### src/kefx_pkg.sv
// ----------------------------------------------------------------------------
// kefx_pkg
// Shared types, codes and helpers for the keypad entry / SPI frame exchange.
// ----------------------------------------------------------------------------
package kefx_pkg;

   // Transaction kinds on the request channel
   localparam logic REQ_KEY = 1'b0;
   localparam logic REQ_SPI = 1'b1;

   // Key codes; digits are 0 up to KEY_DIGIT_MAX
   localparam logic [3:0] KEY_DIGIT_MAX = 4'd9;
   localparam logic [3:0] KEY_STAR      = 4'd10;
   localparam logic [3:0] KEY_HASH      = 4'd11;
   localparam logic [3:0] KEY_A         = 4'd12;
   localparam logic [3:0] KEY_B         = 4'd13;
   localparam logic [3:0] KEY_C         = 4'd14;
   localparam logic [3:0] KEY_D         = 4'd15;

   // Frame byte positions
   localparam logic [1:0] POS_HEAD  = 2'd0;
   localparam logic [1:0] POS_HIGH  = 2'd1;
   localparam logic [1:0] POS_LOW   = 2'd2;
   localparam logic [1:0] POS_CHECK = 2'd3;

   localparam logic [7:0]  FRAME_HEAD  = 8'hA5;
   localparam logic [15:0] ENTRY_MAX   = 16'd9999;
   localparam logic [2:0]  DIGIT_LIMIT = 3'd4;
   // ceil(2^19 / 10): exact quotient for any 16-bit dividend
   localparam logic [16:0] DIV10_MUL   = 17'd52429;
   localparam int          DIV10_SHIFT = 19;

   typedef struct packed {
      logic [15:0] value;
      logic [2:0]  digits;
   } entry_stat_type;

   typedef struct packed {
      logic [7:0]  miso;
      logic [15:0] received;
      logic        done;
      logic        good;
   } frame_stat_type;

   function automatic logic [7:0] reply_byte(input logic [15:0] num, input logic [1:0] pos);
      logic [7:0] hi;
      logic [7:0] lo;
      logic [7:0] res;
      hi = num[15:8];
      lo = num[7:0];
      unique case (pos)
         POS_HEAD:  res = FRAME_HEAD;
         POS_HIGH:  res = hi;
         POS_LOW:   res = lo;
         POS_CHECK: res = FRAME_HEAD ^ hi ^ lo;
         default:   res = FRAME_HEAD;
      endcase
      return res;
   endfunction

endpackage

### src/kefx_entry.sv
// ----------------------------------------------------------------------------
// kefx_entry
// Local keypad entry: digit append, clear, backspace, step up/down, confirm.
// ----------------------------------------------------------------------------
module kefx_entry (
   input  logic                    clock,
   input  logic                    reset,
   input  logic                    step,
   input  logic [3:0]              key,
   output kefx_pkg::entry_stat_type stat,
   output logic [15:0]             confirmed
);
   import kefx_pkg::*;

   logic [15:0] entry_ff, entry_in;
   logic [2:0]  digits_ff, digits_in;
   logic [15:0] confirmed_ff, confirmed_in;
   logic [32:0] div_prod;
   logic [15:0] entry_x10;
   logic [15:0] entry_div10;

   assign entry_x10   = {entry_ff[12:0], 3'b000} + {entry_ff[14:0], 1'b0} + {12'd0, key};
   assign div_prod    = 33'(entry_ff) * 33'(DIV10_MUL);
   assign entry_div10 = {2'b00, div_prod[32:DIV10_SHIFT]};

   always_comb begin
      entry_in     = entry_ff;
      digits_in    = digits_ff;
      confirmed_in = confirmed_ff;
      if (step) begin
         priority if (key <= KEY_DIGIT_MAX) begin
            if (digits_ff < DIGIT_LIMIT) begin
               entry_in  = entry_x10;
               digits_in = digits_ff + 3'd1;
            end
         end else if (key == KEY_STAR || key == KEY_D) begin
            entry_in  = '0;
            digits_in = '0;
         end else if (key == KEY_A) begin
            entry_in = entry_div10;
            if (digits_ff != 3'd0) begin
               digits_in = digits_ff - 3'd1;
            end
         end else if (key == KEY_B) begin
            if (entry_ff < ENTRY_MAX) begin
               entry_in = entry_ff + 16'd1;
            end
         end else if (key == KEY_C) begin
            if (entry_ff != 16'd0) begin
               entry_in = entry_ff - 16'd1;
            end
         end else begin
            // hash: confirm the entry
            confirmed_in = entry_ff;
         end
      end
   end

   always_ff @(posedge clock) begin
      if (reset) begin
         entry_ff     <= '0;
         digits_ff    <= '0;
         confirmed_ff <= '0;
      end else begin
         entry_ff     <= entry_in;
         digits_ff    <= digits_in;
         confirmed_ff <= confirmed_in;
      end
   end

   assign stat.value  = entry_in;
   assign stat.digits = digits_in;
   assign confirmed   = confirmed_ff;

endmodule

### src/kefx_frame.sv
// ----------------------------------------------------------------------------
// kefx_frame
// SPI frame receiver with header/XOR check and reply frame preload.
// ----------------------------------------------------------------------------
module kefx_frame (
   input  logic                    clock,
   input  logic                    reset,
   input  logic                    step,
   input  logic                    is_spi,
   input  logic [7:0]              rx_byte,
   input  logic [15:0]             confirmed,
   output kefx_pkg::frame_stat_type stat
);
   import kefx_pkg::*;

   logic [7:0]  rx_bytes_ff [3];
   logic [1:0]  pos_ff, pos_in;
   logic [15:0] latched_ff, latched_in;
   logic [15:0] reply_ff, reply_in;
   logic [7:0]  chk;
   logic        rx_wr;
   logic        done;
   logic        good;
   logic [7:0]  miso;

   assign chk = rx_bytes_ff[0] ^ rx_bytes_ff[1] ^ rx_bytes_ff[2];

   always_comb begin
      pos_in     = pos_ff;
      latched_in = latched_ff;
      reply_in   = reply_ff;
      rx_wr      = 1'b0;
      done       = 1'b0;
      good       = 1'b0;
      miso       = reply_byte(reply_ff, pos_ff);
      if (step && is_spi) begin
         if (pos_ff != POS_CHECK) begin
            rx_wr  = 1'b1;
            pos_in = pos_ff + 2'd1;
            miso   = reply_byte(reply_ff, pos_in);
         end else begin
            done = 1'b1;
            if (rx_bytes_ff[0] == FRAME_HEAD && rx_byte == chk) begin
               good       = 1'b1;
               latched_in = {rx_bytes_ff[1], rx_bytes_ff[2]};
            end
            // reply rebuilt whether or not the frame was good
            reply_in = confirmed;
            pos_in   = POS_HEAD;
            miso     = FRAME_HEAD;
         end
      end
   end

   always_ff @(posedge clock) begin
      if (reset) begin
         pos_ff     <= POS_HEAD;
         latched_ff <= '0;
         reply_ff   <= '0;
      end else begin
         pos_ff     <= pos_in;
         latched_ff <= latched_in;
         reply_ff   <= reply_in;
      end
   end

   always_ff @(posedge clock) begin
      if (rx_wr) begin
         rx_bytes_ff[pos_ff] <= rx_byte;
      end
   end

   assign stat.miso     = miso;
   assign stat.received = latched_in;
   assign stat.done     = done;
   assign stat.good     = good;

endmodule

### src/keypad_entry_spi_frame_exchange.sv
// ----------------------------------------------------------------------------
// keypad_entry_spi_frame_exchange
// Keypad number entry with a framed SPI slave exchange, one result per item.
// ----------------------------------------------------------------------------
// Usage:
//   Request channel (req_valid / req_stall): each transaction is either a
//   decoded key (req_type = 0, req_key_code) or a byte received from the
//   SPI master (req_type = 1, req_spi_byte).
//   Response channel (rsp_valid / rsp_stall): exactly one transaction per
//   request, in order, carrying the next MISO byte to preload, the local
//   entry and digit count, the number from the last good frame and the
//   frame done / good flags.
//   Path: a request taken into the input register is offered on the
//   response side once its result is in the result register.
//   Throughput: one transaction per cycle while the response is not
//   stalled; entry and frame state update between the two registers.
//   Stall: while the response is stalled the result register holds; one
//   more request is taken into the input register, after which req_stall
//   rises until the response moves.
//   Reset: synchronous, clears entry, confirmed and received numbers, frame
//   position and reply frame; both register stages come up empty.
// ----------------------------------------------------------------------------
module keypad_entry_spi_frame_exchange (
   input  logic        clock,
   input  logic        reset,
   input  logic        req_valid,
   output logic        req_stall,
   input  logic        req_type,
   input  logic [3:0]  req_key_code,
   input  logic [7:0]  req_spi_byte,
   output logic        rsp_valid,
   input  logic        rsp_stall,
   output logic [7:0]  rsp_miso_byte,
   output logic [15:0] rsp_entry_value,
   output logic [2:0]  rsp_entry_digits,
   output logic [15:0] rsp_received_value,
   output logic        rsp_frame_done,
   output logic        rsp_frame_good
);
   import kefx_pkg::*;

   logic           in_valid_ff, in_valid_in;
   logic           in_type_ff;
   logic [3:0]     in_key_ff;
   logic [7:0]     in_byte_ff;
   logic           out_valid_ff, out_valid_in;
   logic           advance;
   logic           req_fire;
   logic [15:0]    confirmed;
   entry_stat_type entry_stat;
   frame_stat_type frame_stat;
   entry_stat_type entry_out_ff;
   frame_stat_type frame_out_ff;

   assign advance   = in_valid_ff && (!out_valid_ff || !rsp_stall);
   assign req_stall = in_valid_ff && !advance;
   assign req_fire  = req_valid && !req_stall;

   kefx_entry u_entry (
      .clock     (clock),
      .reset     (reset),
      .step      (advance && (in_type_ff == REQ_KEY)),
      .key       (in_key_ff),
      .stat      (entry_stat),
      .confirmed (confirmed)
   );

   kefx_frame u_frame (
      .clock     (clock),
      .reset     (reset),
      .step      (advance),
      .is_spi    (in_type_ff == REQ_SPI),
      .rx_byte   (in_byte_ff),
      .confirmed (confirmed),
      .stat      (frame_stat)
   );

   always_comb begin
      in_valid_in = in_valid_ff;
      if (req_fire) begin
         in_valid_in = 1'b1;
      end else if (advance) begin
         in_valid_in = 1'b0;
      end
      out_valid_in = out_valid_ff;
      if (advance) begin
         out_valid_in = 1'b1;
      end else if (!rsp_stall) begin
         out_valid_in = 1'b0;
      end
   end

   always_ff @(posedge clock) begin
      if (reset) begin
         in_valid_ff  <= 1'b0;
         out_valid_ff <= 1'b0;
      end else begin
         in_valid_ff  <= in_valid_in;
         out_valid_ff <= out_valid_in;
      end
   end

   always_ff @(posedge clock) begin
      if (req_fire) begin
         in_type_ff <= req_type;
         in_key_ff  <= req_key_code;
         in_byte_ff <= req_spi_byte;
      end
      if (advance) begin
         entry_out_ff <= entry_stat;
         frame_out_ff <= frame_stat;
      end
   end

   assign rsp_valid          = out_valid_ff;
   assign rsp_miso_byte      = frame_out_ff.miso;
   assign rsp_entry_value    = entry_out_ff.value;
   assign rsp_entry_digits   = entry_out_ff.digits;
   assign rsp_received_value = frame_out_ff.received;
   assign rsp_frame_done     = frame_out_ff.done;
   assign rsp_frame_good     = frame_out_ff.good;

endmodule

### config.mk
export PLATFORM = sky130hd
export DESIGN_NAME = keypad_entry_spi_frame_exchange
export DESIGN_NICKNAME = d
export VERILOG_FILES = /design/src/kefx_pkg.sv /design/src/kefx_entry.sv /design/src/kefx_frame.sv /design/src/keypad_entry_spi_frame_exchange.sv
export SDC_FILE = /design/constraint.sdc
export NUM_CORES = 1
export LEC_CHECK = 0
export BUFFER_PORTS_ARGS = -buffer_cell sky130_fd_sc_hd__buf_4
export CAP_MARGIN = 10
export CORE_ASPECT_RATIO = 0.6
export CORE_MARGIN = 2
export CORE_UTILIZATION = 35
export DETAILED_ROUTE_END_ITERATION = 12
export PLACE_DENSITY = 0.58
export SYNTH_ARGS = -nofsm -noshare
export SYNTH_HDL_FRONTEND = slang
export SYNTH_HIERARCHICAL = 1
export SYNTH_SLANG_ARGS = --single-unit
### constraint.sdc
create_clock -name clock -period 7.2 [get_ports clock]
set_input_delay 0.72 -clock clock [delete_from_list [all_inputs] [get_ports clock]]
set_output_delay 0.72 -clock clock [all_outputs]
set_load 0.03 [all_outputs]
==> summary by stage <==
Synthesis
The share of the Yosys chip area taken by registers is 0.291. The post-synthesis cell area is 0.0133 mm². Among all flip-flop cells after synthesis, the most frequent one is sky130_fd_sc_hd__edfxtp_1.

By area the synthesized netlist is led by sky130_fd_sc_hd__edfxtp_1 (18%), sky130_fd_sc_hd__ha_1 (18%), sky130_fd_sc_hd__fa_1 (12%). The synthesized design spends more area on one cell type than any other, namely sky130_fd_sc_hd__edfxtp_1. In this run, synthesis inferred about 80 flip-flops with an integrated enable. The number of nets handed over by synthesis was approximately 1,700. After technology mapping, the gate count stands at 1,393.

The Yosys step of the flow raised 6 warnings. The average instance in the mapped netlist occupies approximately 9.6 µm². The number of distinct library cell variants in the gate-level netlist after synthesis is 86. Of the post-synthesis cell area, the dominant cell type holds 0.185. The async set or reset register ratio after synthesis is 0.

Counting flops and latches in the post-synthesis netlist gives between 150 and 200.

Final layout
The area growth from synthesis to layout is 12.3%. The antenna diode count is 0. Once layout is complete, the utilization of the core stands at 0.398. In the final layout, the share of cells above drive strength 1 is 0.0993. In the layout the commonest cells are sky130_fd_sc_hd__inv_1 (217), sky130_fd_sc_hd__ha_1 (189), sky130_fd_sc_hd__nand2_1 (135), sky130_fd_sc_hd__a21oi_1 (114).

The final layout contains 1,734 nets. The area of all placed cells without fillers is 0.0150 mm². Leaving out fill and tap cells, the most frequent cell in the layout is sky130_fd_sc_hd__inv_1.

Floorplan
The area of the die is 0.0397 mm². For this configuration, the core starts out at a cell density of 0.354. The horizontal die dimension is 256 µm. The placeable core area is 0.0376 mm². The die is roughly 160 µm tall.

In this run the count of I/O pins placed on the die edge is 64. The number of placement rows is 55.

Routing
After detailed routing, the number of vias per cell comes to around 5.6. The antenna violation net count after detailed routing is 0. The vias after detailed routing is between 10,000 and 15,000. The wire length after detailed routing is around 45 mm. After the first detailed-routing iteration, the DRC count stood at roughly 1,200. In the final routed layout, each cell accounts on average for roughly 23 µm. The number of DRC violations after detailed routing is 0. The number of iterations in the first detailed-routing pass is 6.

CTS
The CTS tree is built. The number of clock sinks is around 150. The H-tree was split into 4 levels. The number of setup buffers added after CTS is 0. The worst-case clock buffer depth is 2. After clock tree synthesis, the clock-pin slew on the worst setup and hold paths is approximately 80 ps. The library cell used as clock root buffer is sky130_fd_sc_hd__clkbuf_16.

The count of hold-fix buffers inserted at cts is 0. TritonCTS created 17 clock buffers. The clock latency on the worst-skew pair is approximately 450 ps. Once the clock tree was built, the resizer swapped 0 gates to a different size.

Place
Summing all placed instances gives a cell area of 0.0144 mm². The routability congestion estimate from global placement is between 0.9 and 1. The count of input and output buffers is 63.

The final HPWL from detailed placement is ~36 mm.

Global routing
The largest net degree at the start of global routing is 73. The number of antenna violations at the first check in global routing is 0. The number of global-route vias before repair is between 10,000 and 15,000. The first global-routing pass estimated about 66 mm of wire. The total overflow left after global routing is 0. The total global-route track usage is 0.226.

Timing
The final-layout setup total negative slack is 0 ps. Setup repair after global routing left no endpoint under its margin. The final hold slack is 450 ps.

Dividing the final minimum period by the clock period gives 0.931. The minimum period implied by the final worst setup slack is ~6700 ps. The tightest slew margin relative to the limit is 0.270.

The number of hold-slack violations in the final timing report is 0. Setup violations remaining at the end of the flow were counted as 0. The number of max-slew violations in the final report is 0. Clock skew on the completed layout was measured at about 24 ps. The highest clock frequency the design can meet is approximately 0.15 GHz. At the pin with the least slew margin, the transition time is about 1100 ps.

Critical path
The cell family contributing the most delay on the critical path is adder cells. Counting both buffers and inverters, the worst setup path holds a total of 5. The signal on the critical path passes through inv_1 > ha_1 > xor2_1 > ha_1 > fa_1 > inv_1 > fa_1 > inv_1 > fa_1 > inv_1 > fa_1 > inv_1 > ha_1 > nand4_1 > nor2_1 > o2111ai_1 > or3_1 > a31oi_1 > mux2i_1 > nand3_1.

Data on the critical path arrives at its endpoint at 6880 ps. The largest driver fanout on the critical path is 12. The slowest stage of the critical path belongs to the cell sky130_fd_sc_hd__dfxtp_1. The largest single stage delay on the critical path is 750 ps.

The endpoint required time on the critical path is about 7400 ps. The worst setup path is launched from a flip-flop. The critical path is of the reg -> reg type.

The cell that appears most often on the critical path is sky130_fd_sc_hd__inv_1. The worst setup path is captured at a flip-flop.

Power and ir drop
In this run the power density over the cells is between 100 and 150 mW/mm². In this run the static leakage power is 6.94 nW. The peak supply drop is ~0.13 mV.

Worst hold path
The path class of the tightest hold or removal check is reg -> reg.

Status
The run finished with clean final reports.

Flow run
The number of maximum-capacitance violations is 0.
==> sequential cells by signal (all words and copies together), names as in the netlist, 2 cells and up <==
register,cells
rsp_received_value,16
u_entry/confirmed,16
rsp_miso_byte,8
u_frame/pos_ff,2
u_frame/reply_ff,16
u_frame/rx_bytes_ff,24
in_key_ff,4
u_entry/digits_ff,3
in_byte_ff,8
u_entry/entry_ff,16
rsp_entry_value,16
u_frame/latched_ff,16
rsp_entry_digits,3
==> worst min-delay path, delay by kind of cell, from the launching register on <==
family,cells,cell delay [ps]
AOI/OAI and AO/OA,1,50
DFF,1,310
and+or+nand+nor,1,50
==> layer usage <==
metal | wire length, µm | vias up | track usage | part of all wire
met5 | 0 | - | 0 | 0
met2 | 15500 | 527 | 0.267 | 0.35
met3 | 5040 | 37 | 0.0660 | 0.11
met1 | 23600 | 5469 | 0.382 | 0.53
met4 | 494 | 0 | 0.0393 | 0.011
li1 | - | 5013 | - | -
==> logic make-up after synthesis <==
family	count (synthesis)	synth area share
compound gates	332	0.177
simple gates	318	0.117
fa+ha+maj	270	0.299
buf+inv	266	0.0784
flops	153	0.291
xor+xnor	48	0.0326
mux	6	0.00460
==> per-stage QoR <==
stage / cells / total power, W / worst slack (ps)
after global placement: 1940 / 0.00125 / 742
after floorplan: 1393 / 0.00115 / 1340
after global routing: 1973 / 0.00222 / 323
after detailed placement: 1940 / 0.00125 / 641
final: 1973 / 0.00214 / 500
after CTS: 1972 / 0.00215 / 628
==> cells in the mapped netlist, types with 9 or more instances <==
cell type	instances
sky130_fd_sc_hd__a21oi_1	114
sky130_fd_sc_hd__o21ai_0	23
sky130_fd_sc_hd__and2_1	11
sky130_fd_sc_hd__nor2_1	42
sky130_fd_sc_hd__and3_1	15
sky130_fd_sc_hd__nand4_1	26
sky130_fd_sc_hd__o22ai_1	12
sky130_fd_sc_hd__nor3_1	15
sky130_fd_sc_hd__o31ai_4	10
sky130_fd_sc_hd__xnor2_1	27
sky130_fd_sc_hd__o211ai_1	9
sky130_fd_sc_hd__ha_1	189
sky130_fd_sc_hd__xor2_1	20
sky130_fd_sc_hd__nand2_1	135
sky130_fd_sc_hd__fa_1	81
sky130_fd_sc_hd__a31oi_1	23
sky130_fd_sc_hd__o21a_1	14
sky130_fd_sc_hd__clkbuf_1	34
sky130_fd_sc_hd__nand3_1	27
sky130_fd_sc_hd__inv_1	217
sky130_fd_sc_hd__dfxtp_1	71
sky130_fd_sc_hd__or3_1	9
sky130_fd_sc_hd__o31ai_1	13
sky130_fd_sc_hd__edfxtp_1	82
sky130_fd_sc_hd__a21o_1	24
sky130_fd_sc_hd__a22oi_1	11
==> worst paths after layout <==
kind,startpoint,endpoint,slack (ps),cells after the start
setup / recovery,u_entry/entry_ff[4],rsp_entry_value[11],500,20
hold reg to reg,u_entry/confirmed[11],u_frame/reply_ff[11],450,2
setup reg to reg,u_entry/entry_ff[4],rsp_entry_value[11],500,20
hold / removal,u_entry/confirmed[11],u_frame/reply_ff[11],450,2
==> area by class of cell <==
| type | count | area, µm² |
|---|---|---|
| sequential | 153 | 3880 |
| inverter | 218 | 818 |
| fill | 3720 | 22700 |
| clock buffer | 17 | 425 |
| multi-input combinational | 974 | 8420 |
| tap | 513 | 642 |
| timing repair buffer | 83 | 643 |
| clock inverter | 15 | 154 |
==> power by group <==
part	switching, W	internal (W)	total (W)	leakage, nW
registers	0.0000178	0.000939	0.000956	1.35
logic	0.000191	0.0000932	0.000284	5.30
clock network	0.000408	0.000490	0.000898	0.287
total	0.000617	0.00152	0.00214	6.94
Power figures use the tool's default switching activity.
